$ cat src/text_console_character_engine_defines.svh
// ----------------------------------------------------------------------------
// text_console_character_engine_defines
// Assertion macros used by the console character engine RTL.
// ----------------------------------------------------------------------------
`ifndef TEXT_CONSOLE_CHARACTER_ENGINE_DEFINES_SVH
`define TEXT_CONSOLE_CHARACTER_ENGINE_DEFINES_SVH

// same-cycle implication, checked on every rising edge outside reset
`define TCE_ASSERT_IMP(lbl, ante, cons, msg) \
    lbl: assert property (@(posedge i_clk) disable iff (!i_rst_n) (ante) |-> (cons)) \
        else $error(msg);

// next-cycle implication
`define TCE_ASSERT_NXT(lbl, ante, cons, msg) \
    lbl: assert property (@(posedge i_clk) disable iff (!i_rst_n) (ante) |=> (cons)) \
        else $error(msg);

`endif

$ cat src/tce_pkg.sv
`timescale 1ns / 1ps
// ----------------------------------------------------------------------------
// tce_pkg
// Geometry, codes and beat types of the text console character engine.
// ----------------------------------------------------------------------------
package tce_pkg;

    // screen geometry
    localparam int COLUMNS  = 80;
    localparam int ROWS     = 25;
    localparam int TAB_STEP = 8;
    localparam int CELLS    = COLUMNS * ROWS;

    // field widths
    localparam int ADDR_W = 11;                 // cursor_pos / cell_index
    localparam int MEM_AW = $clog2(CELLS);      // frame memory address
    localparam int CELL_W = 16;
    localparam int CHAR_W = 8;
    localparam int CLR_W  = 4;
    localparam int COL_W  = 7;
    localparam int ROW_W  = 5;
    localparam int PH_W   = 4;                  // column modulo tab step
    localparam int CFG_IW = 1;

    localparam logic [CELL_W-1:0] RESET_BLANK = 16'h0F20;

    // character codes
    localparam logic [CHAR_W-1:0] CH_BACKSPACE = 8'h08;
    localparam logic [CHAR_W-1:0] CH_TAB       = 8'h09;
    localparam logic [CHAR_W-1:0] CH_NEWLINE   = 8'h0A;
    localparam logic [CHAR_W-1:0] CH_RETURN    = 8'h0D;
    localparam logic [CHAR_W-1:0] CH_SPACE     = 8'h20;
    localparam logic [CHAR_W-1:0] CH_PRINT_MAX = 8'h7F;

    // configuration register indexes
    localparam logic [CFG_IW-1:0] CFG_FG = 1'd0;
    localparam logic [CFG_IW-1:0] CFG_BG = 1'd1;

    typedef enum logic [1:0] {
        OP_PUT   = 2'd0,
        OP_CLEAR = 2'd1,
        OP_READ  = 2'd2,
        OP_NONE  = 2'd3
    } t_op;

    typedef struct packed {
        logic [1:0]        op;
        logic [CHAR_W-1:0] char_code;
        logic [ADDR_W-1:0] cell_index;
    } t_in_beat;

    typedef struct packed {
        logic [ADDR_W-1:0] cursor_pos;
        logic [CELL_W-1:0] cell_value;
    } t_out_beat;

    // cursor unit status toward the sequencer
    typedef struct packed {
        logic [MEM_AW-1:0] lin;        // row*COLUMNS+col
        logic              printable;  // current char writes a cell
        logic              scroll;     // current char runs past the last row
    } t_cur_info;

endpackage

$ cat src/tce_cursor.sv
`timescale 1ns / 1ps
// ----------------------------------------------------------------------------
// tce_cursor
// Cursor registers and the put-character cursor update.
// ----------------------------------------------------------------------------
module tce_cursor
    import tce_pkg::*;
(
    input  logic              i_clk,
    input  logic              i_rst_n,
    input  logic              i_step,
    input  logic [CHAR_W-1:0] i_char,
    output t_cur_info         o_cur
);

    localparam int CSUM_W = COL_W + 1;

    logic [COL_W-1:0]  r_col, n_col;
    logic [ROW_W-1:0]  r_row, n_row;
    logic [PH_W-1:0]   r_phase, n_phase;   // r_col mod TAB_STEP
    logic [CSUM_W-1:0] col_sum;
    logic              row_inc;
    logic              printable;
    logic              scroll;

    assign printable = (i_char >= CH_SPACE) && (i_char <= CH_PRINT_MAX);

    always_comb begin
        n_row   = r_row;
        n_phase = r_phase;
        col_sum = {1'b0, r_col};
        row_inc = 1'b0;
        priority if (i_char == CH_BACKSPACE) begin
            if (r_col != '0) begin
                col_sum = {1'b0, r_col} - 1'b1;
                n_phase = (r_phase == '0) ? PH_W'(TAB_STEP - 1) : r_phase - 1'b1;
            end
        end else if (i_char == CH_TAB) begin
            col_sum = {1'b0, r_col} + CSUM_W'(TAB_STEP) - CSUM_W'(r_phase);
            n_phase = '0;
        end else if (i_char == CH_RETURN) begin
            col_sum = '0;
            n_phase = '0;
        end else if (i_char == CH_NEWLINE) begin
            col_sum = '0;
            n_phase = '0;
            row_inc = 1'b1;
        end else if (printable) begin
            col_sum = {1'b0, r_col} + 1'b1;
            n_phase = (r_phase == PH_W'(TAB_STEP - 1)) ? '0 : r_phase + 1'b1;
        end else begin
            col_sum = {1'b0, r_col};
        end
        // column limit wraps
        if (int'(col_sum) >= COLUMNS) begin
            n_col   = '0;
            n_phase = '0;
            row_inc = 1'b1;
        end else begin
            n_col = col_sum[COL_W-1:0];
        end
        // on the last row the frame scrolls and the row stays
        scroll = row_inc && (int'(r_row) == ROWS - 1);
        if (row_inc && !scroll) begin
            n_row = r_row + 1'b1;
        end
    end

    always_ff @(posedge i_clk) begin
        if (!i_rst_n) begin
            r_col   <= '0;
            r_row   <= '0;
            r_phase <= '0;
        end else if (i_step) begin
            r_col   <= n_col;
            r_row   <= n_row;
            r_phase <= n_phase;
        end
    end

    assign o_cur.lin       = MEM_AW'(int'(r_row) * COLUMNS + int'(r_col));
    assign o_cur.printable = printable;
    assign o_cur.scroll    = scroll;

endmodule

$ cat config.mk
export PLATFORM = sky130hd
export DESIGN_NAME = tce_cursor
export DESIGN_NICKNAME = d
export VERILOG_FILES = /design/src/text_console_character_engine_defines.svh /design/src/tce_pkg.sv /design/src/tce_cursor.sv
export SDC_FILE = /design/constraint.sdc
export NUM_CORES = 1
export LEC_CHECK = 0
export BUFFER_PORTS_ARGS = -buffer_cell sky130_fd_sc_hd__buf_2
export CAP_MARGIN = 20
export CORE_MARGIN = 3
export CORE_UTILIZATION = 40
export DETAILED_ROUTE_END_ITERATION = 16
export SYNTH_ARGS = -nofsm -noshare
export SYNTH_HDL_FRONTEND = slang
export SYNTH_SLANG_ARGS = --single-unit
export TNS_END_PERCENT = 20
$ cat constraint.sdc
create_clock -name i_clk -period 6.05 [get_ports i_clk]
set_clock_uncertainty 0.1 [all_clocks]
set_input_delay 0.3025 -clock i_clk [delete_from_list [all_inputs] [get_ports i_clk]]
set_output_delay 0.3025 -clock i_clk [all_outputs]
set_load 0.005 [all_outputs]
==> results of run 1 <==
[routing by layer]
metal	global-route usage (%)	share of wire, %	vias to the layer above
met5	0	0	-
met4	3.82	1.4	0
met3	2.08	4.2	4
met2	31.3	46	41
met1	25.3	49	1013
li1	-	-	1100
[kinds of logic after synthesis]
group	synth area share, %
multiplexers	2.18
flip-flops	14.0
adder cells (fa/ha/maj)	19.5
AND/OR/NAND/NOR	25.0
AO/OA/AOI/OAI	25.6
XOR/XNOR	5.35
buffers and inverters	8.40
[flip-flops by register name, indices dropped and copies added (netlist names)]
name     cells
r_phase      4
r_row        5
r_col        7
[metrics by stage]
step / hold WS, ps / std cells / setup slack, ps
floorplan: 358 / 292 / 2610
global placement: 409 / 374 / 2360
detailed placement: 422 / 374 / 2220
CTS: 333 / 378 / 1930
global route: 359 / 378 / 1540
finish: 345 / 378 / 1920
[critical path, cell delays in order, from the launching register on]
cell and delay, ps:
dfxtp_1 490, ha_1 290, ha_1 220, fa_1 400, nand3_1 200, a2111oi_0 130, a2111oi_0 780, nor4_1 130
a211oi_2 310, o21ai_4 190, a211oi_2 210, buf_2 140
[cell type report]
| class | instances | area share (%) |
|---|---|---|
| clock buffers | 4 | 2.24 |
| inverters | 25 | 3.83 |
| multi-input cells | 240 | 72.6 |
| flip-flops and latches | 16 | 13.1 |
| well taps | 70 | 3.57 |
| repair buffers | 23 | 4.69 |
[layout by cell type, fill, tap and decap left out, drive strengths merged, types with 3 or more instances in the layout]
master	instances
a211oi	10
a21boi	6
a21o	3
a21oi	15
and4	4
buf	23
clkbuf	4
dfxtp	16
fa	3
ha	31
inv	24
mux2i	5
nand2	30
nand2b	4
nand3	19
nand3b	3
nand4	5
nor2	16
nor2b	5
nor3	6
nor3b	3
nor4	5
o21ai	20
or4	3
xnor2	10
xor2	4
[worst paths after layout]
check	cells after the start	slack, ps	end	from
worst max-delay path	11	1920	o_cur[0]	r_col[1]
worst max register to register	11	2290	r_row[4]	r_col[1]
worst min-delay path	3	340	r_col[1]	i_step
worst min register to register	2	440	r_row[4]	r_row[4]
[power groups by stage]
stage,combinational [mW],clock (mW),sequential [mW]
after floorplan,0.0410,0,0.111
after global placement,0.0546,0,0.112
after detailed placement,0.0545,0,0.112
after CTS,0.0547,0.0977,0.110
after global routing,0.0616,0.102,0.110
final,0.0550,0.0960,0.110
==> flow_summary.yaml, run 1 <==
power:
  power_frac_seq_pct: 42.1
  leakage_nw: 0.977
  vdd.ir_drop.worst_mv: 0.0916
  comb_power_share_pct: 21.1
  p_total_mw: 0.261
  power_density_mw_per_mm2: 106
  pwr-share-clk_pct: 36.8
  p_sw_share_pct: 28.5
  switchingPower_mw: 0.0744
  p_int_mw: 0.187
logic_synthesis:
  synth_nets: 337
  synth_edf_count: 0
  ys_ff_latch: 16
  synthFlopType: "dfxtp_1"
  netlist.area_leader.share_pct: 16.9
  netlist_area_mm2: 0.00229
  synth_area_leaders: "ha_1 (17%), dfxtp_1 (14%), nand2_1 (4.9%)"
  async_flop_share_pct: 0
  synth_area_leader_cell: "ha_1"
  synthDistinctLibCells: 61
  synth.top_cells.by_count: "ha_1 (31), nand2_1 (30), inv_1 (23)"
  yosysSeqAreaShare_pct: 14.0
  yosysWarnings: 0
  avgSynthCellArea_um2: 7.85
  syn_inst: 292
  synth_most_common_cell: "ha_1"
sta:
  min_period_ps: 4130
  fmax_mhz: 242
  slew_viol_final: 0
  slew_headroom_pct: 34.0
  setup_viol: 0
  tns_ps: 0
  hold_violations: 0
  tightest_slew_ps: 982
  period_share_pct: 68.3
  rsz0062_at_grt: "false"
floorplan:
  coreArea_mm2: 0.00534
  io_pins: 24
  die_w_um: 81.7
  start_util_pct: 43.0
  rows: 26
  die_y_um: 81.7
  dieArea_mm2: 0.00668
finish:
  fillCellCount: 575
  ff_latch_area_um2: 320
  diodes: 0
  final_area_mm2: 0.00245
  fin_util_pct: 46.0
  multiInputGateArea_mm2: 0.00178
  drive_above_1_share_pct: 15.9
  fin_nets: 354
  area_delta_synth_final_pct: 6.93
route:
  vias: 2158
  drt-initial-drc-count: 98
  routed_wl_um: 5820
  avgViaCountPerCell: 5.71
  wl_per_cell_um: 15.4
  ant_nets: 0
  firstDrtPassIters: 4
  drc: 0
clocking:
  cts-hold-fix-buffers: 0
  htreeDepth: 1
  clk_pin_slew_worst_paths_ps: 60
  clock_latency_ps: 250
  clock-sinks: 16
  cts_tree: "built"
  cts_resized: 0
  cts_buffers: 3
  clockBufferDepth: 2
  post_cts_buffers: 0
  clockRootBuffer: "clkbuf_8"
setup_path:
  crit_fanout: 16
  arrival_ps: 3730
  worst_setup_path_end_kind: "output port"
  required_ps: 5650
  critPathKind: "reg -> out"
  startpoint_type: "register"
global_route:
  grt_pass1_vias: 2020
  antenna_found_initial: 0
  grt_overflow: 0
  grtUsageTotal_pct: 18.5
  grt_pass1_wl_um: 9750
  grt_start_max_net_pins: 23
flow_run:
  cap_violations: 0
run_status:
  status: "completed"
min_path:
  hold_path_class: "in -> reg"
place:
  hpwlAfterDp_um: 4640
  place_congestion: 0.844
  io_buffers: 23
  placed_area_mm2: 0.00240
Note: power is estimated with default switching activity, not from simulation.
==> run 2: changes to the inputs <==
- ABC_AREA: default -> 1
- clock period: 6.05 -> 4.2 ns (I/O delays scaled with it)
==> flow_summary.yaml, run 2 <==
run_status:
  status: "completed"
power:
  power_frac_seq_pct: 38.8
  switchingPower_mw: 0.140
  pwr-share-clk_pct: 32.0
  leakage_nw: 1.29
  p_int_mw: 0.286
  vdd.ir_drop.worst_mv: 0.176
  power_density_mw_per_mm2: 170
  comb_power_share_pct: 29.2
  p_sw_share_pct: 32.9
finish:
  fin_nets: 422
  ff_latch_area_um2: 320
  mostFrequentLayoutCells: "nand2_1 (81), nand3_1 (47), inv_1 (41), ha_1 (31), nor2_1 (30)"
  multiInputGateArea_mm2: 0.00174
  fin_cells: 448
  fillCellCount: 589
  area_delta_synth_final_pct: 7.63
  final_common_cell: "nand2_1"
  diodes: 0
  reg.largest.list: "r_col (7), r_row (5), r_phase (4)"
  largest_reg_flops: 7
  drive_above_1_share_pct: 15.2
  largest-register: "r_col"
clocking:
  clockRootBuffer: "clkbuf_8"
  cts-hold-fix-buffers: 0
  htreeDepth: 1
  cts_tree: "built"
  post_cts_buffers: 0
  clockBufferDepth: 2
  clk_pin_slew_worst_paths_ps: 60
  clock_latency_ps: 250
  cts_buffers: 3
  cts_resized: 0
  clock-sinks: 16
sta:
  fin_ws_ps: 840
  fmax_mhz: 298
  min_period_ps: 3360
  slew_viol_final: 0
  slew_headroom_pct: 63.4
  rsz0062_at_grt: "false"
  tightest_slew_ps: 545
  tns_ps: 0
  period_share_pct: 80.0
  setup_viol: 0
  hold_violations: 0
  holdWs_ps: 163
floorplan:
  coreArea_mm2: 0.00557
  die_w_um: 82.3
  io_pins: 24
  dieArea_mm2: 0.00677
  die_y_um: 82.3
  start_util_pct: 41.8
  rows: 27
logic_synthesis:
  synth_nets: 404
  netlist_area_mm2: 0.00233
  synthDistinctLibCells: 40
  synth_area_leader_cell: "ha_1"
  netlist.area_leader.share_pct: 16.7
  synth_area_leaders: "ha_1 (17%), dfxtp_1 (14%), nand2_1 (13%)"
  synth.top_cells.by_count: "nand2_1 (81), nand3_1 (47), inv_1 (41)"
  async_flop_share_pct: 0
  synthFlopType: "dfxtp_1"
  yosysSeqAreaShare_pct: 13.8
  syn_inst: 359
  avgSynthCellArea_um2: 6.48
  ys_ff_latch: 16
  synth_edf_count: 0
  yosysWarnings: 0
  synth_most_common_cell: "nand2_1"
place:
  dp.cells: 444
  place_congestion: 0.861
  io_buffers: 23
  dpl_worst_slack_ps: 1100
  hpwlAfterDp_um: 4620
route:
  firstDrtPassIters: 5
  drt-initial-drc-count: 205
  avgViaCountPerCell: 5.10
  vias: 2287
  routed_wl_um: 5540
  ant_nets: 0
  drc: 0
  wl_per_cell_um: 12.4
setup_path:
  required_ps: 3890
  crit_fanout: 11
  worst_setup_path_end_kind: "output port"
  arrival_ps: 3050
  critPathKind: "reg -> out"
  startpoint_type: "register"
global_route:
  grt_overflow: 0
  grtUsageTotal_pct: 17.9
  antenna_found_initial: 0
  grt_pass1_wl_um: 9540
  grt_pass1_vias: 2076
  grt_start_max_net_pins: 12
min_path:
  hold_path_class: "in -> reg"
flow_run:
  cap_violations: 0
run 2: changes by cell type after synthesis, moves of 6 or more:
cell | before | now
a21boi_1 | 6 | 0
nand3_1 | 19 | 47
nand2_2 | 0 | 6
a211oi_1 | 7 | 0
a21oi_1 | 13 | 19
xor2_1 | 4 | 13
inv_1 | 23 | 41
nor2_1 | 16 | 30
nand2_1 | 30 | 81
xnor2_1 | 10 | 4
run 2: power by group through the flow:
stage,Combinational [mW],Sequential [mW],Clock (mW)
floorplan,0.0975,0.165,0
global placement,0.123,0.168,0
detailed placement,0.124,0.168,0
CTS,0.124,0.165,0.142
global route,0.143,0.166,0.148
finish,0.124,0.165,0.136
run 2: kinds of logic after synthesis:
kind of cell | Yosys count | synth area share (%)
and+or+nand+nor | 191 | 39.1
AOI/OAI and AO/OA | 42 | 9.89
DFF | 16 | 13.8
adders and majority gates | 34 | 19.2
buffers and inverters | 59 | 11.6
xor gates and xnor gates | 17 | 6.40
run 2: final timing paths:
kind / depth (start not counted) / endpoint / start / slack, ps
worst min register to register: 2 / r_row[4] / r_row[4] / 460
worst min-delay path: 3 / r_phase[0] / i_rst_n / 160
worst max-delay path: 14 / o_cur[0] / r_col[1] / 840
worst max register to register: 17 / r_row[3] / r_col[1] / 1130
run 2: cell type report:
class                           instances  area share (%)
Sequential cell                        16            12.8
Clock buffer                            4            2.20
Timing Repair Buffer                   23            4.60
Tap cell                               72            3.60
Inverter                               49            7.44
Multi-Input combinational cell        284            69.4
run 2: metrics by stage:
step | util, % | cell area [um2] | total power [mW]
6_report | 44.9 | 2500 | 0.425
5_1_grt | 44.9 | 2500 | 0.457
4_1_cts | 44.9 | 2500 | 0.431
3_5_place_dp | 44.0 | 2450 | 0.292
3_3_place_gp | 44.0 | 2450 | 0.291
2_1_floorplan | - | 2330 | 0.263
run 2: layer usage:
layer,track usage (%),wire length [um]
met4,3.65,46
met2,30.3,2630
met5,0,0
met3,2.39,258
met1,24.3,2610
run 2: worst max-delay path: stages, from the launching register on:
cell      delay [ps]
dfxtp_1          480
ha_1             290
ha_1             240
fa_1             410
nand2_1          110
nand2_1           70
nand2_1           80
nor2_1            40
or2_0            220
nand3_1          120
nand2_1           80
nand2_2           90
nand2_2          160
a21boi_0         240
buf_2            150
